[config.mk]
export PLATFORM = sky130hd
export DESIGN_NAME = utf8_to_bmp_code_decoder_top
export DESIGN_NICKNAME = d
export VERILOG_FILES = /design/src/rtl/u8bmp_pkg.sv /design/src/rtl/utf8_to_bmp_code_decoder_top.sv
export SDC_FILE = /design/constraint.sdc
export NUM_CORES = 1
export LEC_CHECK = 0
export CAP_MARGIN = 20
export CORE_ASPECT_RATIO = 0.75
export CORE_MARGIN = 2
export CORE_UTILIZATION = 50
export DETAILED_ROUTE_END_ITERATION = 6
export DONT_BUFFER_PORTS = 1
export SETUP_SLACK_MARGIN = 0.4
export SLEW_MARGIN = 0
export SYNTH_ARGS = -nofsm -noshare
export SYNTH_HDL_FRONTEND = slang
export SYNTH_SLANG_ARGS = --single-unit
export TNS_END_PERCENT = 20
[constraint.sdc]
create_clock -name clock -period 4.26 [get_ports clock]
set_input_delay 0.852 -clock clock [delete_from_list [all_inputs] [get_ports clock]]
set_output_delay 0.852 -clock clock [all_outputs]
set_load 0.02 [all_outputs]
[src/rtl/u8bmp_pkg.sv]
// shared constants and types of the utf-8 to bmp code point decoder
// no dependencies; imported by utf8_to_bmp_code_decoder_top
`default_nettype none

package u8bmp_pkg;

   localparam int unsigned BYTE_W  = 8;
   localparam int unsigned CODE_W  = 16;
   localparam int unsigned CHUNK_W = 6;
   localparam int unsigned LEAD_W  = 5;
   localparam int unsigned SKIP_W  = 2;

   localparam logic [BYTE_W-1:0] LEAD_MIN  = 8'd192;
   localparam logic [BYTE_W-1:0] LEAD3_MIN = 8'd224;
   localparam logic [BYTE_W-1:0] LEAD4_MIN = 8'd240;
   localparam logic [CODE_W-1:0] BAD_CODE  = 16'd63;
   localparam logic [SKIP_W-1:0] SKIP_LEN  = 2'd3;

   typedef enum logic [2:0] {
      PH_IDLE     = 3'b001,
      PH_WAIT_END = 3'b010,
      PH_WAIT_MID = 3'b100
   } phase_type;

endpackage

`default_nettype wire

[src/rtl/utf8_to_bmp_code_decoder_top.sv]
// utf-8 to 16-bit bmp code point decoder, one byte per transfer
// depends on u8bmp_pkg for constants and the phase type
//
// usage:
//   req_* : input stream, one raw utf-8 byte per transfer in req_tdata
//   rsp_* : result stream, one 16-bit code point per transfer in rsp_tdata
//   a byte may cause no result (lead bytes, middle bytes, skipped bytes);
//   every other byte causes exactly one result
// output: a result is registered and appears on rsp_* in the cycle after the byte's transfer
// throughput: one byte per cycle while rsp_* is not stalled; the decode of a byte and the state update
//   happen between the req transfer and the rsp output register
// stall: while rsp_tvalid is high and rsp_tready low, the output register
//   holds and req_tready drops; req_tready is high whenever the output
//   register is empty or being taken in the same cycle
// reset: synchronous, active high; clears the phase, stored lead and middle
//   bytes, the skip count and the output valid; no result is pending after
// a byte of 240 or more gives 63 and then drops the next three bytes below 192
//   that arrive while the decoder is idle
`default_nettype none

module utf8_to_bmp_code_decoder_top (
   input  wire                            clock,
   input  wire                            reset,
   input  wire                            req_tvalid,
   output logic                           req_tready,
   input  wire  [u8bmp_pkg::BYTE_W-1:0]   req_tdata,   // [7:0] in_byte
   output logic                           rsp_tvalid,
   input  wire                            rsp_tready,
   output logic [u8bmp_pkg::CODE_W-1:0]   rsp_tdata    // [15:0] code_point
);
   import u8bmp_pkg::*;

   phase_type           phase_ff, phase_in;
   logic [BYTE_W-1:0]   lead_ff, lead_in;
   logic [BYTE_W-1:0]   mid_ff, mid_in;
   logic [SKIP_W-1:0]   skip_ff, skip_in;
   logic                rsp_valid_ff, rsp_valid_in;
   logic [CODE_W-1:0]   rsp_data_ff, rsp_data_in;

   logic                req_xfer;
   logic                emit;
   logic [CODE_W-1:0]   code;
   logic [CODE_W-1:0]   seq_code;

   assign req_tready = !rsp_valid_ff || rsp_tready;
   assign req_xfer   = req_tvalid && req_tready;
   assign rsp_tvalid = rsp_valid_ff;
   assign rsp_tdata  = rsp_data_ff;

   // a nonzero middle byte, stale or real, gives a three-level assembly
   always_comb begin
      if (mid_ff != '0) begin
         seq_code = {lead_ff[CODE_W-2*CHUNK_W-1:0], mid_ff[CHUNK_W-1:0],
                     req_tdata[CHUNK_W-1:0]};
      end else begin
         seq_code = {{(CODE_W-LEAD_W-CHUNK_W){1'b0}}, lead_ff[LEAD_W-1:0],
                     req_tdata[CHUNK_W-1:0]};
      end
   end

   always_comb begin
      phase_in = phase_ff;
      lead_in  = lead_ff;
      mid_in   = mid_ff;
      skip_in  = skip_ff;
      emit     = 1'b0;
      code     = {{(CODE_W-BYTE_W){1'b0}}, req_tdata};
      if (req_tdata >= LEAD4_MIN) begin
         phase_in = PH_IDLE;
         lead_in  = '0;
         skip_in  = SKIP_LEN;
         emit     = 1'b1;
         code     = BAD_CODE;
      end else if (req_tdata >= LEAD3_MIN) begin
         lead_in  = req_tdata;
         phase_in = PH_WAIT_MID;
      end else if (req_tdata >= LEAD_MIN) begin
         lead_in  = req_tdata;
         phase_in = PH_WAIT_END;
      end else begin
         case (phase_ff)
            PH_WAIT_END: begin
               emit     = 1'b1;
               code     = seq_code;
               phase_in = PH_IDLE;
               lead_in  = '0;
               mid_in   = '0;
            end
            PH_WAIT_MID: begin
               mid_in   = req_tdata;
               phase_in = PH_WAIT_END;
            end
            default: begin
               phase_in = PH_IDLE;
               if (skip_ff != '0) begin
                  skip_in = skip_ff - SKIP_W'(1);
               end else begin
                  emit = 1'b1;
               end
            end
         endcase
      end
   end

   always_comb begin
      rsp_valid_in = rsp_valid_ff && !rsp_tready;
      rsp_data_in  = rsp_data_ff;
      if (req_xfer) begin
         rsp_valid_in = emit;
         rsp_data_in  = code;
      end
   end

   always_ff @(posedge clock) begin
      if (reset) begin
         phase_ff     <= PH_IDLE;
         lead_ff      <= '0;
         mid_ff       <= '0;
         skip_ff      <= '0;
         rsp_valid_ff <= 1'b0;
      end else begin
         if (req_xfer) begin
            phase_ff <= phase_in;
            lead_ff  <= lead_in;
            mid_ff   <= mid_in;
            skip_ff  <= skip_in;
         end
         rsp_valid_ff <= rsp_valid_in;
      end
   end

   always_ff @(posedge clock) begin
      rsp_data_ff <= rsp_data_in;
   end

   // four-byte lead always answers with the replacement code
   a_bad_lead: assert property (@(posedge clock) disable iff (reset)
      req_xfer && (req_tdata >= LEAD4_MIN) |=> rsp_valid_ff && rsp_data_ff == BAD_CODE)
      else $error("four-byte lead did not produce the replacement code");

   // plain byte while idle and not skipping passes through
   a_pass: assert property (@(posedge clock) disable iff (reset)
      req_xfer && (req_tdata < LEAD_MIN) && phase_ff == PH_IDLE && skip_ff == '0
      |=> rsp_valid_ff && rsp_data_ff == {{(CODE_W-BYTE_W){1'b0}}, $past(req_tdata)})
      else $error("idle byte did not pass through");

   // lead bytes of two- and three-byte sequences give no result
   a_lead_silent: assert property (@(posedge clock) disable iff (reset)
      req_xfer && (req_tdata >= LEAD_MIN) && (req_tdata < LEAD4_MIN) |=> !rsp_valid_ff)
      else $error("sequence lead byte produced a result");

   // skip count never exceeds its start value
   a_skip_range: assert property (@(posedge clock) disable iff (reset)
      skip_ff <= SKIP_LEN)
      else $error("skip count out of range");

endmodule

`default_nettype wire

==> qor.yml, run 1 <==
dr_total_vias: 1116
critPathMaxStageDelay_ns: 0.24
synth_top_cells_by_area: "edfxtp_1, dfxtp_1, a21oi_1"
grt_pass1_vias: 1060
dp_hpwl_um: 2230
finalInstanceArea_um2: 1610
synth_edf_count: 16
path_cells: "nor2b_2 > inv_1"
antenna_found_initial: 0
maxCapViolCount: 0
cp_num_buf_inv: 1
netlist.area_leader.share_pct: 32.1
ant_nets: 0
start_kind: "input pin"
powerDensity_nw_per_um2: 407
finalClockSkew_ns: 0.00612
worstPathMaxFanout: 6
synth-seq-area-share_pct: 57.5
worstPathRequired_ns: 3.41
min_period_over_period_pct: 51.2
overflow: 0
outcome: "completed"
totalWireLength_um: 3250
fill_cells: 259
syn_avg_cell_area_um2: 10.5
synth_top_family_by_area: "simple AND/OR/NAND/NOR gates"
place_area_um2: 1510
synthCells: 142
cts_root_buf: "clkbuf_8"
synthXorXnorAreaFrac_pct: 0.585
drc_errors: 0
start_util_pct: 51.8
synthesis.nets: 155
min_path_type: "flop to flop"
rows: 17
hold_viol: 0
synth_most_common_cell: "dfxtp_1"
track_usage_pct: 21.4
period_minus_slack_ns: 2.18
ys.flop_type: "dfxtp_1"
worst_skew_pair.late_latency_ns: 0.29
synthSimpleGateAreaFrac_pct: 21.1
yosys_warnings: 0
synthTopCellsByCount: "dfxtp_1, edfxtp_1, a21oi_1"
syn_area_um2: 1500
fp.coreArea_um2: 2890
end_kind: "output port"
cts_hold_buf: 0
cp.arrival_ns: 1.33
drtIter0Drc: 107
synth_cell_types: 34
cts-resized-gates: 0
synth-compound-area-share_pct: 16.5
grt_max_degree: 24
p_leak_nw: 0.541
cts_setup_buffers: 0
fin_util_pct: 55.6
drive_above_1_share_pct: 10.4
grt_setup_unrepaired: "no"
synthMuxAreaShare_pct: 0
io_buffers: 0
slew_headroom_pct: 48.1
worst_path_max_delay_cell: "inv_1"
crit_family: "buffers and inverters"
synthArstFlopShare_pct: 0
worstMarginPinSlew_ns: 0.771
grt_pass1_wl_um: 5290
num_io_pins: 30
path_clk_slew_ns: 0.07
irDropWorstVdd_uv: 245
die_w_um: 67.2
slew_violations: 0
die_h_um: 51.4
htree_levels: 2
finalSetupViolations: 0
cts_tree: "done"
ys_ff_latch: 35
nets: 156
clk_path_buf_depth: 2
max_freq_mhz: 459
numCtsBuffers: 5
area_growth_pct: 7.35
synth_top_area_cell: "edfxtp_1"
synthAdderAreaFrac_pct: 0.835
num_antenna_cells: 0
drt-wirelength-per-cell_um: 17.9
firstDrtPassIters: 4
via_per_inst: 6.13
die-area_um2: 3450
setup_tns_ns: 0
clock_sinks: 35
worstSetupPathType: "input pin to output port"
gp_congestion: 0.919
-- logic make-up after synthesis --
group | count (synthesis)
AOI/OAI and AO/OA | 41
xor gates and xnor gates | 1
adders and majority gates | 1
buffers and inverters | 12
DFF | 35
and+or+nand+nor | 52
-- metal layers --
layer / vias to the layer above / global-route usage [%] / share of wire, %
met5: - / 0 / 0
met4: 0 / 11.2 / 1.3
met3: 5 / 6.17 / 5.8
met2: 38 / 30.0 / 45
met1: 538 / 29.7 / 48
li1: 535 / - / -
-- report_power, final --
part           internal (mW)  switching [mW]
clock                  0.114           0.116
sequential             0.367          0.0185
combinational         0.0137          0.0256
-- layout make-up --
cell class	instances	area (µm²)	share of cell area [%]
multi-input combinational	95	584	36.3
tap	38	47.5	2.96
clock buffer	6	72.6	4.51
clock inverter	2	12.5	0.778
timing repair buffer	1	11.3	0.700
inverter	5	18.8	1.17
sequential	35	861	53.5
-- stage by stage --
stage	std cells	hold WS, ns	total power, mW	worst slack (ns)
3_3_place_gp	173	0.439	0.430	1.93
6_report	182	0.454	0.655	2.08
3_5_place_dp	173	0.447	0.431	1.80
2_1_floorplan	142	0.431	0.424	2.19
4_1_cts	181	0.457	0.658	2.09
5_1_grt	182	0.495	0.679	2.07
-- registers in the layout, summed over array words and instances (netlist names) --
signal and flops:
rsp_tdata 16, phase_ff 3, lead_ff 5, skip_ff 2, mid_ff 8, rsp_tvalid 1
-- layout by cell type (no fill, tap or decap), types with 2 or more instances in the layout --
cell,count
edfxtp_1,16
inv_1,5
nand4_1,10
o21ai_0,12
dfxtp_1,19
a211oi_1,3
and4_1,2
a22oi_1,4
clkbuf_8,5
nand2b_1,5
nand2_1,3
nand4b_1,2
and2_1,5
nor3b_2,2
nor2_1,14
a21oi_1,15
a221oi_1,2
-- final timing paths --
path	from	to	slack, ns	depth (start not counted)
worst min-delay path	skip_ff[1]$_SDFFE_PP0P_	skip_ff[1]$_SDFFE_PP0P_	0.45	2
worst max-delay path	rsp_tready	req_tready	2.08	2
worst max register to register	rsp_tvalid$_SDFF_PP0_	mid_ff[4]$_SDFFE_PP0P_	2.57	5
worst min register to register	skip_ff[1]$_SDFFE_PP0P_	skip_ff[1]$_SDFFE_PP0P_	0.45	2
No activity file was read; power rests on OpenSTA's default activity.
==> run 2, diff against run 1 <==
==> constraint.sdc (replaced) <==
create_clock -name clock -period 2.1 [get_ports clock]
set_input_delay 0.42 -clock clock [delete_from_list [all_inputs] [get_ports clock]]
set_output_delay 0.42 -clock clock [all_outputs]
set_load 0.02 [all_outputs]
==> qor.yml, run 2 (synthesis gave the netlist of run 1 again) <==
grt_max_degree: 20  # -17%
drive_above_1_share_pct: 13.5  # +3.1 points
worstPathMaxFanout: 6  # unchanged
irDropWorstVdd_uv: 712  # +190%
period_minus_slack_ns: 1.60
outcome: "completed"
worstSetupPathType: "flop to output port"
rows: 17  # unchanged
cp.arrival_ns: 1.18  # -0.15 ns
start_kind: "flop"
via_per_inst: 5.97  # -2.7%
slew_violations: 0  # unchanged
area_growth_pct: 12.7
layout_common_cells: "dfxtp_1, edfxtp_1, a21oi_1, nor2_1, o21ai_0"
cts_tree: "done"
dr_total_vias: 1110  # -0.54%
numCtsBuffers: 5  # unchanged
die_h_um: 51.4  # unchanged
io_buffers: 0  # unchanged
max_freq_mhz: 623
busiest_layer: "met1"
worst_skew_pair.late_latency_ns: 0.29  # about the same
grt_pass1_wl_um: 5350  # +1.2%
fp.coreArea_um2: 2890  # unchanged
clk_path_buf_depth: 2  # unchanged
nets: 160  # +2.6%
htree_levels: 2  # unchanged
min_path_type: "input pin to flop"
slew_headroom_pct: 58.1  # +10 points
firstDrtPassIters: 4  # unchanged
gp_congestion: 0.916  # -0.38%
end_kind: "output port"
antenna_found_initial: 0  # unchanged
num_antenna_cells: 0  # unchanged
drc_errors: 0  # unchanged
totalWireLength_um: 3360  # +3.4%
gr-usage-met1_pct: 31.3  # +1.6 points
finalSetupViolations: 0  # unchanged
largest_register_ffs: 16  # unchanged
maxCapViolCount: 0  # unchanged
worstMarginPinSlew_ns: 0.626  # -0.145 ns
start_util_pct: 51.8  # unchanged
cts_root_buf: "clkbuf_8"
min_period_over_period_pct: 76.4
die_w_um: 67.2  # unchanged
grt.met3_usage_pct: 9.03  # +2.9 points
ant_nets: 0  # unchanged
overflow: 0  # unchanged
num_io_pins: 30  # unchanged
grt_pass1_vias: 1043  # -1.6%
clock_sinks: 35  # unchanged
die-area_um2: 3450  # unchanged
fin_util_pct: 58.3  # +2.8 points
setup_tns_ns: 0  # unchanged
hold_viol: 0  # unchanged
finalClockSkew_ns: 0.00502  # -0.00110 ns
drt-wirelength-per-cell_um: 18.1  # +1.2%
path_clk_slew_ns: 0.07  # about the same
track_usage_pct: 22.4  # +0.96 points
grt_setup_unrepaired: "yes"
worstPathRequired_ns: 1.68  # -1.73 ns
powerDensity_nw_per_um2: 938  # +130%
use_met2_pct: 29.9  # -0.17 points
drtIter0Drc: 86  # -20%
p_leak_nw: 0.585  # +8.1%
dp_hpwl_um: 2280  # +2.2%
layout_commonest_cell: "dfxtp_1"
## run 2: cell types whose count changed in the layout (fill, tap and decap cells not counted), sizes merged
| cell | before | now |
|---|---|---|
| buf | 1 | 5 |
| bufinv | 0 | 2 |
| clkinv | 1 | 0 |
| clkinvlp | 1 | 0 |
## run 2: area by class of cell
cell class | count | area, µm²
Multi-Input combinational cell | 95 | 591
Inverter | 5 | 18.8
Clock inverter | 2 | 60.1
Clock buffer | 6 | 72.6
Fill cell | 246 | 1200
Timing Repair Buffer | 5 | 37.5
Tap cell | 38 | 47.5
Sequential cell | 35 | 861
## run 2: what timing repair did
item,in CTS,in global routing
resized for setup,1,1
endpoints found under the setup margin,2,6
hold buffers,0,0
buffers inserted,0,1
pin swaps,0,1
## run 2: through the flow
stage                     cells  setup WS [ns]  power, mW  hold slack [ns]  instance area [µm²]
after floorplan             142          0.410      0.860            0.431                 1500
after global placement      177          0.511      0.874            0.445                 1540
after detailed placement    177          0.436      0.876            0.439                 1540
after CTS                   185          0.445       1.59            0.177                 1680
after global routing        186          0.398       1.64            0.173                 1690
final                       186          0.495       1.58            0.192                 1690
## run 2: metal layers
metal	up-vias	share of wire, %
met3	11	7.0
met1	519	48
met5	-	0
li1	539	-
met2	41	42
met4	0	3.0
## run 2: worst paths after layout
check | slack [ns] | depth (start not counted) | endpoint | start
max | 0.50 | 2 | req_tready | rsp_tvalid$_SDFF_PP0_
min | 0.19 | 1 | mid_ff[0]$_SDFFE_PP0P_ | reset
max reg2reg | 0.50 | 5 | mid_ff[3]$_SDFFE_PP0P_ | rsp_tvalid$_SDFF_PP0_
min reg2reg | 0.45 | 2 | lead_ff[4]$_SDFFE_PP0P_ | lead_ff[4]$_SDFFE_PP0P_
## run 2: worst max-delay path, cell delays in order, from the launching register on
cell and delay (ns):
dfxtp_1 0.45, nor2b_4 0.26, inv_1 0.19
## run 2: power breakdown
| group | total (mW) | switching, mW | leakage [nW] | internal (mW) |
|---|---|---|---|---|
| logic | 0.0811 | 0.0507 | 0.206 | 0.0304 |
| registers | 0.782 | 0.0379 | 0.313 | 0.744 |
| clock network | 0.721 | 0.246 | 0.0654 | 0.474 |
| total | 1.58 | 0.335 | 0.585 | 1.25 |
